`src/rtl/core/bdc_pkg.sv`:
```
// Shared types, constants and calendar helper functions for the business day counter.
`default_nettype none

package bdc_pkg;

  localparam int DAY_W      = 5;
  localparam int MON_W      = 4;
  localparam int YEAR_W     = 14;
  localparam int WD_W       = 3;
  localparam int CNT_W      = 22;
  localparam int IN_DATA_W  = 48;
  localparam int OUT_DATA_W = 32;

  localparam int YEAR_MAX   = 9999;
  localparam int MONTHS     = 12;

  // Constant-divisor unit.
  localparam int DIV_D_W    = 9;
  localparam int DIV_Q_W    = 12;
  localparam int DIV_SH_W   = DIV_D_W + DIV_Q_W;
  localparam int DIV_LEAP   = 400;
  localparam int DIV_WEEK   = 7;

  // Reciprocals: floor(x * RECIP >> SH) equals floor(x / divisor) for every 14-bit x.
  localparam int RECIP_W       = 15;
  localparam int PROD_W        = YEAR_W + RECIP_W;
  localparam int RECIP_LEAP    = 5243;
  localparam int RECIP_LEAP_SH = 21;
  localparam int RECIP_WEEK    = 18725;
  localparam int RECIP_WEEK_SH = 17;

  localparam int REM_W      = 9;
  localparam int QUOT_W     = 6;
  localparam int CENT_W     = 8;
  localparam int SUM_W      = 15;

  localparam logic [REM_W-1:0] LEAP_CYCLE_LAST = REM_W'(DIV_LEAP - 1);

  localparam logic [WD_W-1:0] FRIDAY   = 3'd5;
  localparam logic [WD_W-1:0] SATURDAY = 3'd6;
  localparam logic [WD_W-1:0] SUNDAY   = 3'd0;

  typedef enum logic {
    DIV_BY_LEAP,
    DIV_BY_WEEK
  } div_mode_t;

  typedef struct packed {
    logic      load;
    logic      sel_end;
    logic      div_go;
    div_mode_t div_mode;
    logic      cap_year;
    logic      cap_wday;
    logic      walk_init;
    logic      walk_step;
    logic      out_load;
  } bdc_cmd_t;

  typedef struct packed {
    logic div_busy;
    logic walk_more;
  } bdc_status_t;

  // Days in a month; zero for a month code outside one to twelve.
  function automatic logic [DAY_W-1:0] month_len(input logic [MON_W-1:0] m,
                                                 input logic leap);
    logic [DAY_W-1:0] len;
    unique case (m)
      4'd1, 4'd3, 4'd5, 4'd7, 4'd8, 4'd10, 4'd12: len = 5'd31;
      4'd4, 4'd6, 4'd9, 4'd11:                    len = 5'd30;
      4'd2:                                       len = leap ? 5'd29 : 5'd28;
      default:                                    len = 5'd0;
    endcase
    return len;
  endfunction

  // floor(31 * mm / 12) for the shifted month number mm (March is one).
  function automatic logic [DAY_W-1:0] month_offset(input logic [MON_W-1:0] mm);
    logic [DAY_W-1:0] off;
    unique case (mm)
      4'd1:    off = 5'd2;
      4'd2:    off = 5'd5;
      4'd3:    off = 5'd7;
      4'd4:    off = 5'd10;
      4'd5:    off = 5'd12;
      4'd6:    off = 5'd15;
      4'd7:    off = 5'd18;
      4'd8:    off = 5'd20;
      4'd9:    off = 5'd23;
      4'd10:   off = 5'd25;
      4'd11:   off = 5'd28;
      4'd12:   off = 5'd31;
      default: off = 5'd0;
    endcase
    return off;
  endfunction

  // Whole centuries inside a year remainder modulo 400.
  function automatic logic [1:0] century_part(input logic [REM_W-1:0] r);
    logic [1:0] c;
    if (r >= 9'd300) begin
      c = 2'd3;
    end else if (r >= 9'd200) begin
      c = 2'd2;
    end else if (r >= 9'd100) begin
      c = 2'd1;
    end else begin
      c = 2'd0;
    end
    return c;
  endfunction

  function automatic logic is_century(input logic [REM_W-1:0] r);
    return (r == 9'd0) || (r == 9'd100) || (r == 9'd200) || (r == 9'd300);
  endfunction

  // Leap test from the two low year bits and the year modulo 400.
  function automatic logic is_leap(input logic [1:0] y_low, input logic [REM_W-1:0] r);
    return ((y_low == 2'b00) && !is_century(r)) || (r == 9'd0);
  endfunction

endpackage

`default_nettype wire

```
`src/rtl/core/bdc_cdiv.sv`:
```
// Shared divider by a constant of 400 or 7: reciprocal multiply for the quotient, then the remainder.
`default_nettype none

module bdc_cdiv (
  input  wire logic                          clk,
  input  wire logic                          rst,
  input  wire logic                          go,
  input  wire bdc_pkg::div_mode_t            mode,
  input  wire logic [bdc_pkg::YEAR_W-1:0]    operand,
  output logic                               busy,
  output logic [bdc_pkg::DIV_Q_W-1:0]        quot,
  output logic [bdc_pkg::YEAR_W-1:0]         rem
);

  logic [bdc_pkg::RECIP_W-1:0]  recip;
  logic [bdc_pkg::PROD_W-1:0]   prod;
  logic [bdc_pkg::DIV_Q_W-1:0]  quot_next;
  logic [bdc_pkg::DIV_D_W-1:0]  divisor;
  logic [bdc_pkg::YEAR_W-1:0]   dividend;
  logic [bdc_pkg::DIV_SH_W-1:0] back;

  assign recip = (mode == bdc_pkg::DIV_BY_WEEK) ? bdc_pkg::RECIP_W'(bdc_pkg::RECIP_WEEK)
                                                : bdc_pkg::RECIP_W'(bdc_pkg::RECIP_LEAP);
  assign prod  = bdc_pkg::PROD_W'(operand) * bdc_pkg::PROD_W'(recip);

  assign quot_next = (mode == bdc_pkg::DIV_BY_WEEK)
                   ? bdc_pkg::DIV_Q_W'(prod >> bdc_pkg::RECIP_WEEK_SH)
                   : bdc_pkg::DIV_Q_W'(prod >> bdc_pkg::RECIP_LEAP_SH);

  // Quotient times divisor never exceeds the dividend, so it fits the year width.
  assign back = bdc_pkg::DIV_SH_W'(quot) * bdc_pkg::DIV_SH_W'(divisor);

  // The remainder is registered in the cycle after the quotient, while busy is high.
  always_ff @(posedge clk) begin
    if (rst) begin
      busy <= 1'b0;
    end else begin
      busy <= go;
    end
  end

  always_ff @(posedge clk) begin
    if (go) begin
      dividend <= operand;
      quot     <= quot_next;
      if (mode == bdc_pkg::DIV_BY_WEEK) begin
        divisor <= bdc_pkg::DIV_D_W'(bdc_pkg::DIV_WEEK);
      end else begin
        divisor <= bdc_pkg::DIV_D_W'(bdc_pkg::DIV_LEAP);
      end
    end
    if (busy) begin
      rem <= dividend - back[bdc_pkg::YEAR_W-1:0];
    end
  end

endmodule

`default_nettype wire

```
`src/rtl/core/bdc_datapath.sv`:
```
// Datapath: date registers, validity and weekday arithmetic, the day walk and the result registers.
`default_nettype none

module bdc_datapath (
  input  wire logic                        clk,
  input  wire logic                        rst,
  input  wire bdc_pkg::bdc_cmd_t           cmd,
  output bdc_pkg::bdc_status_t             status,
  input  wire logic [bdc_pkg::DAY_W-1:0]   start_day,
  input  wire logic [bdc_pkg::MON_W-1:0]   start_month,
  input  wire logic [bdc_pkg::YEAR_W-1:0]  start_year,
  input  wire logic [bdc_pkg::DAY_W-1:0]   end_day,
  input  wire logic [bdc_pkg::MON_W-1:0]   end_month,
  input  wire logic [bdc_pkg::YEAR_W-1:0]  end_year,
  output logic [bdc_pkg::CNT_W-1:0]        business_days,
  output logic [bdc_pkg::WD_W-1:0]         start_weekday,
  output logic [bdc_pkg::WD_W-1:0]         end_weekday,
  output logic                             date_invalid
);

  // Captured request.
  logic [bdc_pkg::DAY_W-1:0]  sd, ed;
  logic [bdc_pkg::MON_W-1:0]  sm, em;
  logic [bdc_pkg::YEAR_W-1:0] sy, ey;

  // Per-date results.
  logic                       valid_s, valid_e;
  logic [bdc_pkg::REM_W-1:0]  r_s;
  logic [bdc_pkg::WD_W-1:0]   sw, ew;
  logic [bdc_pkg::YEAR_W-1:0] wsum;

  // Walk state.
  logic [bdc_pkg::DAY_W-1:0]  walk_day;
  logic [bdc_pkg::MON_W-1:0]  walk_month;
  logic [bdc_pkg::YEAR_W-1:0] walk_year;
  logic [bdc_pkg::WD_W-1:0]   walk_weekday;
  logic [bdc_pkg::REM_W-1:0]  walk_r400;
  logic [bdc_pkg::CNT_W-1:0]  day_tally;

  // Divider.
  logic                        div_busy;
  logic [bdc_pkg::DIV_Q_W-1:0] div_quot;
  logic [bdc_pkg::YEAR_W-1:0]  div_rem;
  logic [bdc_pkg::YEAR_W-1:0]  div_operand;

  // Arithmetic on the selected date.
  logic [bdc_pkg::DAY_W-1:0]  cur_d;
  logic [bdc_pkg::MON_W-1:0]  cur_m;
  logic [bdc_pkg::YEAR_W-1:0] cur_y;
  logic [bdc_pkg::REM_W-1:0]  r;
  logic [bdc_pkg::QUOT_W-1:0] q;
  logic                       cur_leap;
  logic                       cur_valid;
  logic                       jan_feb;
  logic                       borrow;
  logic [bdc_pkg::REM_W-1:0]  ryy;
  logic [bdc_pkg::QUOT_W-1:0] qyy;
  logic [bdc_pkg::YEAR_W-1:0] yy;
  logic [bdc_pkg::CENT_W-1:0] cyy;
  logic [bdc_pkg::MON_W-1:0]  mm;
  logic [bdc_pkg::SUM_W-1:0]  sum_full;

  // Walk helpers.
  logic                       walk_leap;
  logic                       month_end;
  logic                       at_end;
  logic                       start_before_end;
  logic                       walk_ok;

  assign div_operand = (cmd.div_mode == bdc_pkg::DIV_BY_WEEK) ? wsum : cur_y;

  bdc_cdiv u_div (
    .clk     (clk),
    .rst     (rst),
    .go      (cmd.div_go),
    .mode    (cmd.div_mode),
    .operand (div_operand),
    .busy    (div_busy),
    .quot    (div_quot),
    .rem     (div_rem)
  );

  assign cur_d = cmd.sel_end ? ed : sd;
  assign cur_m = cmd.sel_end ? em : sm;
  assign cur_y = cmd.sel_end ? ey : sy;

  assign r        = div_rem[bdc_pkg::REM_W-1:0];
  assign q        = div_quot[bdc_pkg::QUOT_W-1:0];
  assign cur_leap = bdc_pkg::is_leap(cur_y[1:0], r);

  assign cur_valid = (cur_y != '0) && (cur_y <= bdc_pkg::YEAR_W'(bdc_pkg::YEAR_MAX)) &&
                     (cur_m != '0) && (cur_m <= bdc_pkg::MON_W'(bdc_pkg::MONTHS)) &&
                     (cur_d != '0) && (cur_d <= bdc_pkg::month_len(cur_m, cur_leap));

  // January and February count as months of the previous year.
  assign jan_feb = cur_m <= 4'd2;
  assign borrow  = jan_feb && (r == '0);
  assign ryy     = borrow ? bdc_pkg::LEAP_CYCLE_LAST : r - bdc_pkg::REM_W'(jan_feb);
  assign qyy     = q - bdc_pkg::QUOT_W'(borrow);
  assign yy      = cur_y - bdc_pkg::YEAR_W'(jan_feb);
  assign cyy     = {qyy, 2'b00} + bdc_pkg::CENT_W'(bdc_pkg::century_part(ryy));
  assign mm      = jan_feb ? cur_m + 4'd10 : cur_m - 4'd2;

  assign sum_full = bdc_pkg::SUM_W'(cur_d) + bdc_pkg::SUM_W'(yy) + bdc_pkg::SUM_W'(yy >> 2)
                  - bdc_pkg::SUM_W'(cyy) + bdc_pkg::SUM_W'(qyy)
                  + bdc_pkg::SUM_W'(bdc_pkg::month_offset(mm));

  assign walk_leap = bdc_pkg::is_leap(walk_year[1:0], walk_r400);
  assign month_end = walk_day == bdc_pkg::month_len(walk_month, walk_leap);
  assign at_end    = (walk_day == ed) && (walk_month == em) && (walk_year == ey);

  assign start_before_end = {sy, sm, sd} < {ey, em, ed};
  assign walk_ok          = valid_s && valid_e && start_before_end;

  assign status.div_busy  = div_busy;
  assign status.walk_more = walk_ok && !at_end;

  always_ff @(posedge clk) begin
    if (cmd.load) begin
      sd <= start_day;
      sm <= start_month;
      sy <= start_year;
      ed <= end_day;
      em <= end_month;
      ey <= end_year;
    end

    if (cmd.cap_year) begin
      wsum <= sum_full[bdc_pkg::YEAR_W-1:0];
      if (cmd.sel_end) begin
        valid_e <= cur_valid;
      end else begin
        valid_s <= cur_valid;
        r_s     <= r;
      end
    end

    if (cmd.cap_wday) begin
      if (cmd.sel_end) begin
        ew <= valid_e ? div_rem[bdc_pkg::WD_W-1:0] : bdc_pkg::SUNDAY;
      end else begin
        sw <= valid_s ? div_rem[bdc_pkg::WD_W-1:0] : bdc_pkg::SUNDAY;
      end
    end

    if (cmd.walk_init) begin
      walk_day     <= sd;
      walk_month   <= sm;
      walk_year    <= sy;
      walk_weekday <= (valid_s && valid_e) ? sw : bdc_pkg::SUNDAY;
      walk_r400    <= r_s;
      day_tally    <= '0;
    end else if (cmd.walk_step) begin
      if ((walk_weekday != bdc_pkg::FRIDAY) && (walk_weekday != bdc_pkg::SATURDAY)) begin
        day_tally <= day_tally + 1'b1;
      end
      walk_weekday <= (walk_weekday == bdc_pkg::SATURDAY) ? bdc_pkg::SUNDAY
                                                          : walk_weekday + 1'b1;
      if (month_end) begin
        walk_day <= bdc_pkg::DAY_W'(1);
        if (walk_month == bdc_pkg::MON_W'(bdc_pkg::MONTHS)) begin
          walk_month <= bdc_pkg::MON_W'(1);
          walk_year  <= walk_year + 1'b1;
          walk_r400  <= (walk_r400 == bdc_pkg::LEAP_CYCLE_LAST) ? '0 : walk_r400 + 1'b1;
        end else begin
          walk_month <= walk_month + 1'b1;
        end
      end else begin
        walk_day <= walk_day + 1'b1;
      end
    end

    if (cmd.out_load) begin
      business_days <= day_tally;
      start_weekday <= sw;
      end_weekday   <= ew;
      date_invalid  <= !(valid_s && valid_e);
    end
  end

endmodule

`default_nettype wire

```
`src/rtl/core/bdc_ctrl.sv`:
```
// Controller state machine that sequences the date checks, the day walk and the result handshake.
`default_nettype none

module bdc_ctrl (
  input  wire logic                  clk,
  input  wire logic                  rst,
  input  wire logic                  s_valid,
  output logic                       s_ready,
  output logic                       m_valid,
  input  wire logic                  m_ready,
  input  wire bdc_pkg::bdc_status_t  status,
  output bdc_pkg::bdc_cmd_t          cmd
);

  typedef enum logic [2:0] {
    ST_IDLE,
    ST_YGO,
    ST_YWAIT,
    ST_WGO,
    ST_WWAIT,
    ST_WINIT,
    ST_WALK,
    ST_DONE
  } state_t;

  state_t state;
  logic   sel_end;

  assign s_ready = state == ST_IDLE;

  always_comb begin
    cmd          = '0;
    cmd.sel_end  = sel_end;
    cmd.div_mode = bdc_pkg::DIV_BY_LEAP;
    unique case (state)
      ST_IDLE:  cmd.load      = s_valid;
      ST_YGO:   cmd.div_go    = 1'b1;
      ST_YWAIT: cmd.cap_year  = !status.div_busy;
      ST_WGO: begin
        cmd.div_go   = 1'b1;
        cmd.div_mode = bdc_pkg::DIV_BY_WEEK;
      end
      ST_WWAIT: cmd.cap_wday  = !status.div_busy;
      ST_WINIT: cmd.walk_init = 1'b1;
      ST_WALK:  cmd.walk_step = status.walk_more;
      ST_DONE:  cmd.out_load  = !m_valid || m_ready;
      default:  cmd.load      = 1'b0;
    endcase
  end

  always_ff @(posedge clk) begin
    if (rst) begin
      state   <= ST_IDLE;
      sel_end <= 1'b0;
      m_valid <= 1'b0;
    end else begin
      if (cmd.out_load) begin
        m_valid <= 1'b1;
      end else if (m_ready) begin
        m_valid <= 1'b0;
      end

      unique case (state)
        ST_IDLE: begin
          if (s_valid) begin
            state   <= ST_YGO;
            sel_end <= 1'b0;
          end
        end
        ST_YGO:   state <= ST_YWAIT;
        ST_YWAIT: begin
          if (!status.div_busy) begin
            state <= ST_WGO;
          end
        end
        ST_WGO:   state <= ST_WWAIT;
        ST_WWAIT: begin
          if (!status.div_busy) begin
            if (sel_end) begin
              state <= ST_WINIT;
            end else begin
              sel_end <= 1'b1;
              state   <= ST_YGO;
            end
          end
        end
        ST_WINIT: state <= ST_WALK;
        ST_WALK: begin
          if (!status.walk_more) begin
            state <= ST_DONE;
          end
        end
        ST_DONE: begin
          if (cmd.out_load) begin
            state <= ST_IDLE;
          end
        end
        default:  state <= ST_IDLE;
      endcase
    end
  end

endmodule

`default_nettype wire

```
`src/rtl/core/business_day_counter.sv`:
```
// The result follows the input transfer after the divider passes and a walk over the span
// in days when both dates are valid and start precedes end; otherwise there is no walk.
// One day is stepped per cycle. Per date, a shared constant divider makes one pass for
// the year modulo 400 and one for the weekday modulo 7. One item at a time; the next
// transfer is taken the cycle after the result is registered. Synchronous active-high
// reset returns the controller to idle.
`default_nettype none

module business_day_counter (
  input  wire logic                              clk,
  input  wire logic                              rst,
  // Request stream.
  input  wire logic                              s_tvalid,
  output logic                                   s_tready,
  // From bit 0: start_day[4:0], start_month[3:0], start_year[13:0],
  // end_day[4:0], end_month[3:0], end_year[13:0], two zero bits.
  input  wire logic [bdc_pkg::IN_DATA_W-1:0]     s_tdata,
  // Result stream.
  output logic                                   m_tvalid,
  input  wire logic                              m_tready,
  // From bit 0: business_days[21:0], start_weekday[2:0], end_weekday[2:0], four zero bits.
  output logic [bdc_pkg::OUT_DATA_W-1:0]         m_tdata,
  // Single field: date_invalid.
  output logic                                   m_tuser
);

  bdc_pkg::bdc_cmd_t    cmd;
  bdc_pkg::bdc_status_t status;

  logic [bdc_pkg::CNT_W-1:0] business_days;
  logic [bdc_pkg::WD_W-1:0]  start_weekday;
  logic [bdc_pkg::WD_W-1:0]  end_weekday;

  // The controller owns the handshakes; the datapath only sees commands.
  bdc_ctrl u_ctrl (
    .clk     (clk),
    .rst     (rst),
    .s_valid (s_tvalid),
    .s_ready (s_tready),
    .m_valid (m_tvalid),
    .m_ready (m_tready),
    .status  (status),
    .cmd     (cmd)
  );

  // The request fields are captured on the transfer and held for the whole computation.
  bdc_datapath u_dp (
    .clk           (clk),
    .rst           (rst),
    .cmd           (cmd),
    .status        (status),
    .start_day     (s_tdata[4:0]),
    .start_month   (s_tdata[8:5]),
    .start_year    (s_tdata[22:9]),
    .end_day       (s_tdata[27:23]),
    .end_month     (s_tdata[31:28]),
    .end_year      (s_tdata[45:32]),
    .business_days (business_days),
    .start_weekday (start_weekday),
    .end_weekday   (end_weekday),
    .date_invalid  (m_tuser)
  );

  // The result registers hold steady while the downstream side stalls.
  assign m_tdata = {4'b0000, end_weekday, start_weekday, business_days};

endmodule

`default_nettype wire

```
`config.mk`:
```
export PLATFORM = sky130hd
export DESIGN_NAME = business_day_counter
export DESIGN_NICKNAME = d
export VERILOG_FILES = /design/src/rtl/core/bdc_pkg.sv /design/src/rtl/core/bdc_cdiv.sv /design/src/rtl/core/bdc_datapath.sv /design/src/rtl/core/bdc_ctrl.sv /design/src/rtl/core/business_day_counter.sv
export SDC_FILE = /design/constraint.sdc
export NUM_CORES = 1
export LEC_CHECK = 0
export BUFFER_PORTS_ARGS = -buffer_cell sky130_fd_sc_hd__buf_2
export CAP_MARGIN = 20
export CORE_MARGIN = 5
export CORE_UTILIZATION = 64
export CTS_CLUSTER_SIZE = 25
export DETAILED_ROUTE_END_ITERATION = 6
export GPL_TIMING_DRIVEN = 0
export PLACE_DENSITY_LB_ADDON = 0.05
export RECOVER_POWER = 25
export SETUP_SLACK_MARGIN = 0.15
export SYNTH_ARGS = -nofsm -noshare
export SYNTH_HDL_FRONTEND = slang
export SYNTH_SLANG_ARGS = --single-unit
```
`constraint.sdc`:
```
create_clock -name clk -period 7.85 [get_ports clk]
set_input_delay 1.1775 -clock clk [delete_from_list [all_inputs] [get_ports clk]]
set_output_delay 1.1775 -clock clk [all_outputs]
set_load 0.02 [all_outputs]
```
Word level (Yosys, flattened, before mapping)
Memory sizes are Yosys's and may differ from the RTL's. Index checks and enable logic that the tools add are counted.

Word-level logic and storage cells: 223. Latch bits: 0. Register bits after elaboration: 208. Bits in read-only memories: 80. Memories kept: 1. Input port bits: 52. Output and inout bits: 35. Bits in writable memories: 0.

Shifts and indexed selects: 0. $lt $le $gt $ge: 8. Equal/unequal tests: 50. Reductions and logical operators: 56. Divide/modulo/power cells: 0. Multiplexer cells: 56. Add/subtract/negate cells: 18. Multiply operators: 2. Bitwise logic cells: 1.

Memories: (name not given) (depth 16, width 5, read ports 1, clocked after memory_dff 0, wr ports 0, line bdc_pkg.sv:81) `unique case (mm)`.

Operators with widths (count): $mux 14 (6); $mux 9 (7); $eq 4x4->1 const B (10); $eq 4x3->1 const B (8); $mux 3 (10); $pmux 5 s3 (2); $mul 14x15->29 (1); $eq 9x9->1 const B (3); $mux 4 (6); $pmux 3 s8 (1); $lt 23x23->1 (1); $add 22x1->22 const B (1); $mux 5 (4); $eq 9x7->1 const B (2); $eq 9x8->1 const B (2); $logic_not 9->1 (2); $eq 4x2->1 const B (4); $eq 3x3->1 const B (5); $mux 1 (15); $mux 15 (1); $add 14x1->14 const B (1); $add 14x12->14 (1); $add 14x5->14 (1); $add 14x6->14 (1); other kinds (48) (96).

Logic depth before layout (Yosys ltp)
Gate-level depths: netlist of the first run.

Word-level depth: 13. Gate-level depth with buffers: 29. Depth with buffers taken out: 26.

Modules after synthesis
Synthesis of the first run repeated with hierarchy kept, for this count alone.

Cell total of the unflattened synthesis: 1777. Area total of the unflattened synthesis: 19047.0 µm².

By module, submodules not included: bdc_datapath (sequential area each 4674.5 µm², cells each 944, area an instance 10450.0 µm², instances 1); bdc_cdiv (sequential area each 1281.2 µm², cells each 779, area an instance 8152.8 µm², instances 1); bdc_ctrl (sequential area each 100.1 µm², cells each 49, area an instance 410.4 µm², instances 1); business_day_counter (sequential area each 0.0 µm², cells each 5, area an instance 33.8 µm², instances 1).

Worst setup path after synthesis of the first run
OpenSTA, ideal clock, no wires.

Path kind: reg-to-reg. Start point: reg u_ctrl.state[0]. End point: reg u_dp.u_div.quot[5] (netlist bit) (data pin). Period minus slack after synthesis: 6.970 ns. Data required time: 7.585 ns. Library setup time: 0.265 ns. Cell stages (with the launch flop): 26. Slack: 0.880 ns. Buffers on the path: 4. Arrival time: 6.705 ns. Path through: dfxtp_1 buf_4 nand2_1 or2_1 buf_2 inv_2 clkbuf_1 clkbuf_1 nand2_1 nand2_1 inv_1 fa_1 fa_1 fa_1 fa_1 inv_1 fa_1 fa_1 ha_1 a21oi_1 nand2_1 o21ai_0 o21ai_1 a2111o_1 and4_1 or3_1.

Word-level cells in the longest chain between the ends: 5. Elaborated cells between the ends (all ways): 6. Classes of those cells: mul (1); eq/ne (1); mux (4).

RTL lines: start, declared (line bdc_ctrl.sv:26) `state_t state;`; start signal, assigned (line bdc_ctrl.sv:53) `state <= ST_IDLE;`; start signal, assigned (line bdc_ctrl.sv:66) `state <= ST_YGO;`; start signal, assigned (line bdc_ctrl.sv:70) `ST_YGO: state <= ST_YWAIT;`; $eq 3x2->1 (*) (line bdc_ctrl.sv:35) `unique case (state)`; $mux 1 (*) (line bdc_ctrl.sv:35); $mux 14 / $mux 15 (equally long branches) (line bdc_datapath.sv:70, bdc_cdiv.sv:22); $mul 14x15->29 (line bdc_cdiv.sv:24) `assign prod = bdc_pkg::PROD_W'(operand) * bdc_pkg::PROD_W'(recip);`; $mux 8 (*) (line bdc_cdiv.sv:27) `? bdc_pkg::DIV_Q_W'(prod >> bdc_pkg::RECIP_WEEK_SH)`; named net u_dp.u_div.quot_next, one bit (line bdc_cdiv.sv:17) `logic [bdc_pkg::DIV_Q_W-1:0] quot_next;`; end signal, assigned (line bdc_cdiv.sv:45) `quot <= quot_next;`; end, declared (line bdc_cdiv.sv:11) `output logic [bdc_pkg::DIV_Q_W-1:0] quot,`.

Mark *: on every way through the listed nets, which the timed path passes. The rest lies on a longest branch. A chain may end at the register's enable or synchronous reset.

Worst setup path in the final report of the first run
Start point: reg u_ctrl.sel_end. End point: reg u_dp.u_div.quot[5] (netlist bit) (data pin).

Word-level cells in the longest chain between the ends: 4.

RTL lines: start, declared (line bdc_ctrl.sv:27) `logic sel_end;`; start signal, assigned (line bdc_ctrl.sv:54) `sel_end <= 1'b0;`; start signal, assigned (line bdc_ctrl.sv:67) `sel_end <= 1'b0;`; start signal, assigned (line bdc_ctrl.sv:82) `sel_end <= 1'b1;`; $mux 14 (line bdc_datapath.sv:85) `assign cur_y = cmd.sel_end ? ey : sy;`; $mux 14 (line bdc_datapath.sv:70) `assign div_operand = (cmd.div_mode == bdc_pkg::DIV_BY_WEEK) ? wsum : cur_y;`; $mul 14x15->29 (line bdc_cdiv.sv:24); $mux 8 (line bdc_cdiv.sv:27); named net u_dp.u_div.quot_next, one bit (line bdc_cdiv.sv:17).

The timed path passes the listed nets, and every way through them passes these cells.

==> results of run 1 <==
==> area by class of cell <==
type                            count  area [um^2]
Antenna cell                        1         2.50
Buffer                             57          287
Clock buffer                       22          464
Clock inverter                     10         92.6
Fill cell                        2027         7740
Inverter                          267         1000
Multi-Input combinational cell   1186        10600
Sequential cell                   198         5670
Tap cell                          341          427
Timing Repair Buffer               93          562
==> cells in the mapped netlist (5+ instances only) <==
library cell  number
or3_1              7
xor2_1            63
o41ai_1            5
a21o_1            14
o211ai_1          11
inv_1            266
nor2_1            63
a21oi_1           60
nand2b_1          23
and2_1            18
nand3_1           33
and3_1            21
a211oi_1           8
and4_1             5
mux2i_1           34
nor3_1            24
nand4_1           23
clkbuf_1          45
dfxtp_1           28
or2_2             17
xnor2_1           48
nor2b_1           12
edfxtp_1         170
buf_4              5
o21a_1             9
nor4_1            16
mux2_2             5
fa_1             134
a31oi_1           14
ha_1             217
o21ai_0           66
nand2_1          142
==> stage by stage <==
stage	setup TNS, ns	utilization	hold slack (ns)
floorplan	0	-	0.400
global placement	-0.268	0.682	0.405
detailed placement	-0.770	0.687	0.407
CTS	0	0.708	0.423
global route	0	0.712	0.428
finish	0	0.712	0.424
==> worst max path at each step <==
stage                                       from                      endpoint  slack (ns)  depth (start not counted)
global route        u_ctrl.state[0]$_SDFFE_PP0P_  u_dp.u_div.quot[5]$_DFFE_PP_        0.15                         25
detailed placement  u_ctrl.state[0]$_SDFFE_PP0P_  u_dp.u_div.quot[5]$_DFFE_PP_       -0.33                         25
floorplan           u_ctrl.state[0]$_SDFFE_PP0P_  u_dp.u_div.quot[5]$_DFFE_PP_        0.88                         25
CTS                 u_ctrl.state[0]$_SDFFE_PP0P_  u_dp.u_div.quot[5]$_DFFE_PP_        0.20                         27
finish               u_ctrl.sel_end$_SDFFE_PP0P_  u_dp.u_div.quot[5]$_DFFE_PP_        0.52                         20
global placement    u_ctrl.state[0]$_SDFFE_PP0P_  u_dp.u_div.quot[5]$_DFFE_PP_       -0.21                         25
==> power by group through the flow <==
stage	Clock (mW)	Combinational [mW]	Sequential (mW)
5_1_grt	0.920	7.42	1.61
4_1_cts	0.865	6.30	1.59
2_1_floorplan	0	4.81	1.57
3_3_place_gp	0	5.93	1.62
6_report	0.855	6.49	1.60
3_5_place_dp	0	6.21	1.62
==> sequential cells by signal (all words and copies together), names as in the netlist, 14 cells and up <==
signal	cells
u_dp.day_tally	22
u_dp.wsum	14
u_dp.business_days	22
u_dp.sy	14
u_dp.ey	14
u_dp.walk_year	14
==> per-layer routing <==
layer / vias up / global-route usage / routed length (um)
met5: - / 0 / 0
met4: 0 / 0.0642 / 755
met3: 59 / 0.0532 / 2940
met2: 468 / 0.435 / 18700
met1: 6162 / 0.375 / 17900
li1: 6007 / - / -
==> cell families after synthesis <==
logic type | share of synthesized area
adder cells (fa/ha/maj) | 0.310
other | 0.000431
multiplexers | 0.0259
AND/OR/NAND/NOR | 0.122
buffers and inverters | 0.0734
XOR/XNOR | 0.0558
flip-flops | 0.325
AO/OA/AOI/OAI | 0.0874
==> cell usage in the layout, fill, tap and decap left out, types with 5 or more instances in the layout <==
cell type,synthesis,layout
a21o_1,14,14
nand2b_1,23,23
a21oi_1,60,59
inv_1,266,266
clkbuf_16,0,17
and2_1,18,14
a211oi_1,8,7
xor2_1,63,63
fa_1,134,134
nand4_1,23,23
nor2b_1,12,11
a31oi_1,14,14
o211ai_1,11,11
dfxtp_1,28,28
nor3_1,24,23
nand2_1,142,142
ha_1,217,217
or3_1,7,7
mux2i_1,34,32
o21ai_0,66,64
nor2_1,63,61
buf_4,5,15
o41ai_1,5,5
buf_2,3,83
edfxtp_1,170,170
mux2i_2,4,5
or2_2,17,17
xnor2_1,48,48
nand3_1,33,33
and4_1,5,5
clkbuf_1,45,45
o21a_1,9,9
and3_1,21,21
conb_1,2,19
mux2_2,5,5
nor4_1,16,15
==> repair_timing <==
| action | in CTS | in global routing |
|---|---|---|
| setup buffers | 0 | 7 |
| pin swaps | 0 | 2 |
| resized for setup | 4 | 17 |
| setup endpoints to repair | 9 | 14 |
==> key figures, run 1 <==
Route
  • Vias per inst: 5.84
  • Final wirelength: 40300 um
  • Routed vias: 12700
  • DR DRC count: 0
  • Drt first pass iters: 7
  • Antenna Nets Post-Route: 0
  • Wire per inst: 18.5 um
  • DR iter-0 viols: 934

Global route
  • Largest net degree at the start of global routing: 39
  • Initial antenna violation count: 1
  • Total GRT Usage: 0.268
  • Overflow after GRT: 0
  • Vias in the first global route: 12800
  • First-pass GRT wire length: 65000 um

STA
  • RSZ-0062 raised after global routing: no
  • Least-Margin Pin Slew: 0.937 ns
  • Fin crit period: 7.33 ns
  • Rel. slew slack: 0.374
  • Clk_skew: 0.0144 ns
  • Period utilization: 0.933
  • Peak Freq: 136 MHz
  • Final setup viols: 0
  • PnR worst setup slack: 0.522 ns
  • Final hold vios: 0
  • Slew Limit Fails: 0

Power
  • Comb pwr share: 0.726
  • Internal power: 4.75 mW
  • Sw Ratio: 0.468
  • Total power draw: 8.94 mW
  • Clk pwr share: 0.096
  • Pwr dens: 467 nW/um^2
  • Worst IR drop on VDD: 386 uV
  • Psw: 4.19 mW
  • LEAKAGE: 8.80 nW
  • Reg power frac: 0.179

Critical path
  • RR Startpoint: u_ctrl.sel_end$_SDFFE_PP0P_
  • Crit path arrival time: 7.52 ns
  • Crit. End Element: flop
  • Reg2reg end: u_dp.u_div.quot[5]$_DFFE_PP_
  • Most frequent CP cell: fa_1
  • Register-to-Register Setup Slack: 0.52 ns
  • Reg2Reg Depth: 20
  • Slowest stage delay, CP: 0.71 ns
  • Crit start category: flop
  • Critical path, cell by cell: buf_6, buf_12, mux2i_1, or2_2, clkbuf_1, inv_1, fa_1, fa_1, ha_1, fa_1, fa_1, fa_1, ha_1, a211oi_2, nand3_1, o211ai_4, o21ai_1, a2111o_1, and4_1, or3_1
  • Buffers and inverters on the worst path: 4
  • CP Class: flop to flop
  • Critical Path Fanout Max: 10
  • CP required: 8.04 ns
  • Worst path top cell family by delay: adder cells
  • Critical-path top delay cell: mux2i_1

Synth
  • Synthesized cell area: 17400 um^2
  • Main synth FF type: edfxtp_1
  • Cell count after synthesis: 1691
  • Syn. warnings: 0
  • Yosys top cell area share: 0.293
  • Cell variety after synth: 75
  • Synth area leader: edfxtp_1
  • Top cells by area, synth: edfxtp_1 (29%), ha_1 (16%), fa_1 (15%)
  • Seq cells post-synth: 198
  • Synthesized area per cell: 10.3 um^2
  • Seq/Total Area, Yosys: 0.325
  • Asr flop ratio synth: 0
  • Post-synth EDFFs: 170

Status
  • Status: finished clean

Finish
  • Final instance area: 19100 um^2
  • Synthesis-to-layout area growth: 9.76%
  • Share of post-route cells with drive strength above 1: 0.103
  • # nets final: 2223
  • Non-filler cells in the finished layout: 2175

Clock tree
  • H-tree depth: 4
  • CTS Buf Count: 17
  • Total clock sinks: 198
  • Clk buf depth: 2
  • Post-CTS Hold Buffers: 0
  • Worst-Skew Late Latency: 0.45 ns
  • CTS root buf: clkbuf_16
  • Clk slew on worst S/H paths: 0.07 ns
  • CTS tree: built

Place
  • Hpwl dp: 32800 um
  • Port bufs: 80
  • Worst slack, placed: -0.330 ns
  • DP Area: 18500 um^2
  • Placer congestion estimate: 0.935
  • Placed cells: 2135

Floorplan
  • Die Ht: 175 um
  • Die W: 175 um
  • Die ar.: 30600 um^2
  • Rows: 60
  • Ports: 87
  • CORE AREA: 26900 um^2
  • Initial Util: 0.649

Worst hold path
  • Hold/Removal Path Class: flop to flop
  • WHS Path Cells: 0
  • Hold Crit Start: u_dp.ew[1]$_SDFFCE_PN0P_
  • Hold EP: u_dp.end_weekday[1]$_DFFE_PP_

Job
  • Max Cap Viol: 0
No activity file was read; power rests on OpenSTA's default activity.
==> run 2: changes to the inputs <==
--- a/config.mk
+++ b/config.mk
@@ -14,3 +14,3 @@
 export GPL_TIMING_DRIVEN = 0
-export PLACE_DENSITY_LB_ADDON = 0.05
+export PLACE_DENSITY = 0.9
 export RECOVER_POWER = 25
==> constraint.sdc (replaced) <==
create_clock -name clk -period 7.85 [get_ports clk]
set_input_delay 0.785 -clock clk [delete_from_list [all_inputs] [get_ports clk]]
set_output_delay 0.785 -clock clk [all_outputs]
set_load 0.02 [all_outputs]
==> run 2 against run 1 <==
Against the previous run: total power rose by 1.4%; cell area up 0.25%; setup slack worse by 0.21 ns; global-route usage increased by 0.22 points; highest routed layer unchanged.
==> key figures, run 2 (synthesis gave the netlist of run 1 again) <==
Status
  • Status: finished clean

Route
  • Final wirelength: 41200 um (+2.2%)
  • DR iter-0 viols: 1347 (+44%)
  • DR DRC count: 0 (unchanged)
  • Vias per inst: 6.04 (+3.5%)
  • Wire per inst: 19.0 um (+2.6%)
  • Drt first pass iters: 5 (-2)
  • Antenna Nets Post-Route: 0 (unchanged)
  • Routed vias: 13100 (+3.1%)

Global route
  • Total GRT Usage: 0.270 (+0.00221)
  • Largest net degree at the start of global routing: 29 (-26%)
  • Vias in the first global route: 13600 (+6.4%)
  • Overflow after GRT: 0 (unchanged)
  • GR peak layer: met2
  • Global-route met2 utilization: 0.470 (+0.0355)
  • Met3 usage in global routing: 0.0469 (-0.00627)
  • Initial antenna violation count: 0 (-1)
  • Met1 Use GR: 0.335 (-0.0403)
  • First-pass GRT wire length: 66400 um (+2.2%)

Critical path
  • Crit start category: flop
  • Crit. End Element: flop
  • Slowest stage delay, CP: 0.54 ns (-0.17 ns)
  • Critical Path Fanout Max: 10 (unchanged)
  • Worst path top cell family by delay: adder cells
  • Crit path arrival time: 7.74 ns (+0.22 ns)
  • Critical path, cell by cell: clkbuf_1, or2_1, buf_2, inv_2, clkbuf_4, buf_4, nand2_1, nand2_1, inv_1, fa_1, fa_1, fa_1, fa_1, inv_1, fa_1, fa_1, ha_1, a21oi_2, o21ai_1, a22oi_2, o21ai_1, a2111o_1, and4_1, or3_1
  • RR Startpoint: u_ctrl.state[2]$_SDFFE_PP0P_
  • Critical-path top delay cell: fa_1
  • CP Launch Point: u_ctrl.state[2]$_SDFFE_PP0P_
  • CP Class: flop to flop
  • Buffers and inverters on the worst path: 7 (+3)
  • Most frequent CP cell: fa_1
  • CP required: 8.06 ns (+0.02 ns)

Clock tree
  • Clk buf depth: 2 (unchanged)
  • CTS Buf Count: 17 (unchanged)
  • CTS tree: built
  • Total clock sinks: 198 (unchanged)
  • CTS root buf: clkbuf_16
  • Worst-Skew Late Latency: 0.47 ns (+0.02 ns)
  • Clk slew on worst S/H paths: 0.09 ns (+0.02 ns)
  • H-tree depth: 4 (unchanged)

Place
  • Placer congestion estimate: 0.924 (-1.3%)
  • Placed cells: 2135 (unchanged)
  • Worst slack, placed: -0.369 ns (-0.0389 ns)
  • Hpwl dp: 32200 um (-1.6%)
  • Port bufs: 80 (unchanged)
  • DP Area: 18500 um^2 (about the same)

Worst hold path
  • Hold Crit Start: u_dp.ew[1]$_SDFFCE_PN0P_
  • Hold/Removal Path Class: flop to flop

Floorplan
  • Ports: 87 (unchanged)
  • Die Ht: 175 um (unchanged)
  • Die W: 175 um (unchanged)
  • Die ar.: 30600 um^2 (unchanged)
  • CORE AREA: 26900 um^2 (unchanged)
  • Rows: 60 (unchanged)
  • Initial Util: 0.649 (unchanged)

Finish
  • # nets final: 2217 (-0.27%)
  • Fillers: 1732 (-15%)
  • Final Util: 0.714 (+0.00177)
  • Share of post-route cells with drive strength above 1: 0.101 (-0.00240)
  • Commonest non-fill, non-tap cells in the layout: inv_1 (266), ha_1 (217), edfxtp_1 (170)
  • Commonest non-fill, non-tap cell in the layout: inv_1
  • Regs by FF count: u_dp.business_days x22, u_dp.day_tally x22
  • Antenna cells: 0 (-1)
  • Final instance area: 19200 um^2 (+0.25%)
  • Non-filler cells in the finished layout: 2168 (-0.32%)
  • Synthesis-to-layout area growth: 10.0%

Job
  • Max Cap Viol: 0 (unchanged)

STA
  • Least-Margin Pin Slew: 1.00 ns (+0.0660 ns)
  • Final hold vios: 0 (unchanged)
  • Slew Limit Fails: 0 (unchanged)
  • Rel. slew slack: 0.314 (-0.0602)
  • Peak Freq: 133 MHz (-2.8%)
  • Final setup viols: 0 (unchanged)
  • Clk_skew: 0.0228 ns (+0.00836 ns)
  • TNS Setup: 0 ns (unchanged)
  • PnR worst setup slack: 0.313 ns (-0.209 ns)
  • Fin crit period: 7.54 ns (+0.209 ns)
  • Period utilization: 0.960 (+0.0266)
  • WHS: 0.431 ns (+0.00650 ns)
  • RSZ-0062 raised after global routing: yes

Power
  • Pwr dens: 473 nW/um^2 (+1.1%)
  • LEAKAGE: 8.81 nW (about the same)
  • Worst IR drop on VDD: 426 uV (+10%)
  • Total power draw: 9.06 mW (+1.4%)
-- run 2: changes by cell type in the layout (fill, tap and decap cells not counted), sizes merged --
cell	previous run	this run
bufinv	1	0
clkbuf	66	64
inv	273	277
buf	106	97
clkinv	3	5
diode	1	0
-- run 2: where the power goes --
group	switching, mW	internal, mW
combinational	3.73	2.77
sequential	0.106	1.49
clock	0.514	0.462
total	4.35	4.72
-- run 2: routing by layer --
metal,vias up,wire [um]
li1,5994,-
met1,6335,16100
met2,627,20500
met3,137,2920
met4,0,1670
met5,-,0
-- run 2: timing repair --
item,4_1_cts,5_1_grt
pin swaps,0,1
hold buffers,0,0
gates resized for setup,4,16
endpoints found under the setup margin,9,11
setup buffers,0,1
-- run 2: worst paths after layout --
kind / to / slack [ns] / cells past startpoint
hold reg to reg: u_dp.end_weekday[1]$_DFFE_PP_ / 0.43 / 0
hold / removal: u_dp.end_weekday[1]$_DFFE_PP_ / 0.43 / 0
setup / recovery: u_dp.u_div.quot[5]$_DFFE_PP_ / 0.31 / 24
setup reg to reg: u_dp.u_div.quot[5]$_DFFE_PP_ / 0.31 / 24
-- run 2: layout make-up --
type	count	area, um^2	area share
clock buffer	17	425	0.0222
clock inverter	15	245	0.0128
timing repair buffer	87	504	0.0263
multi-input combinational	1186	10600	0.554
tap	341	427	0.0222
sequential	198	5670	0.295
buffer	57	287	0.0149
inverter	267	1000	0.0523
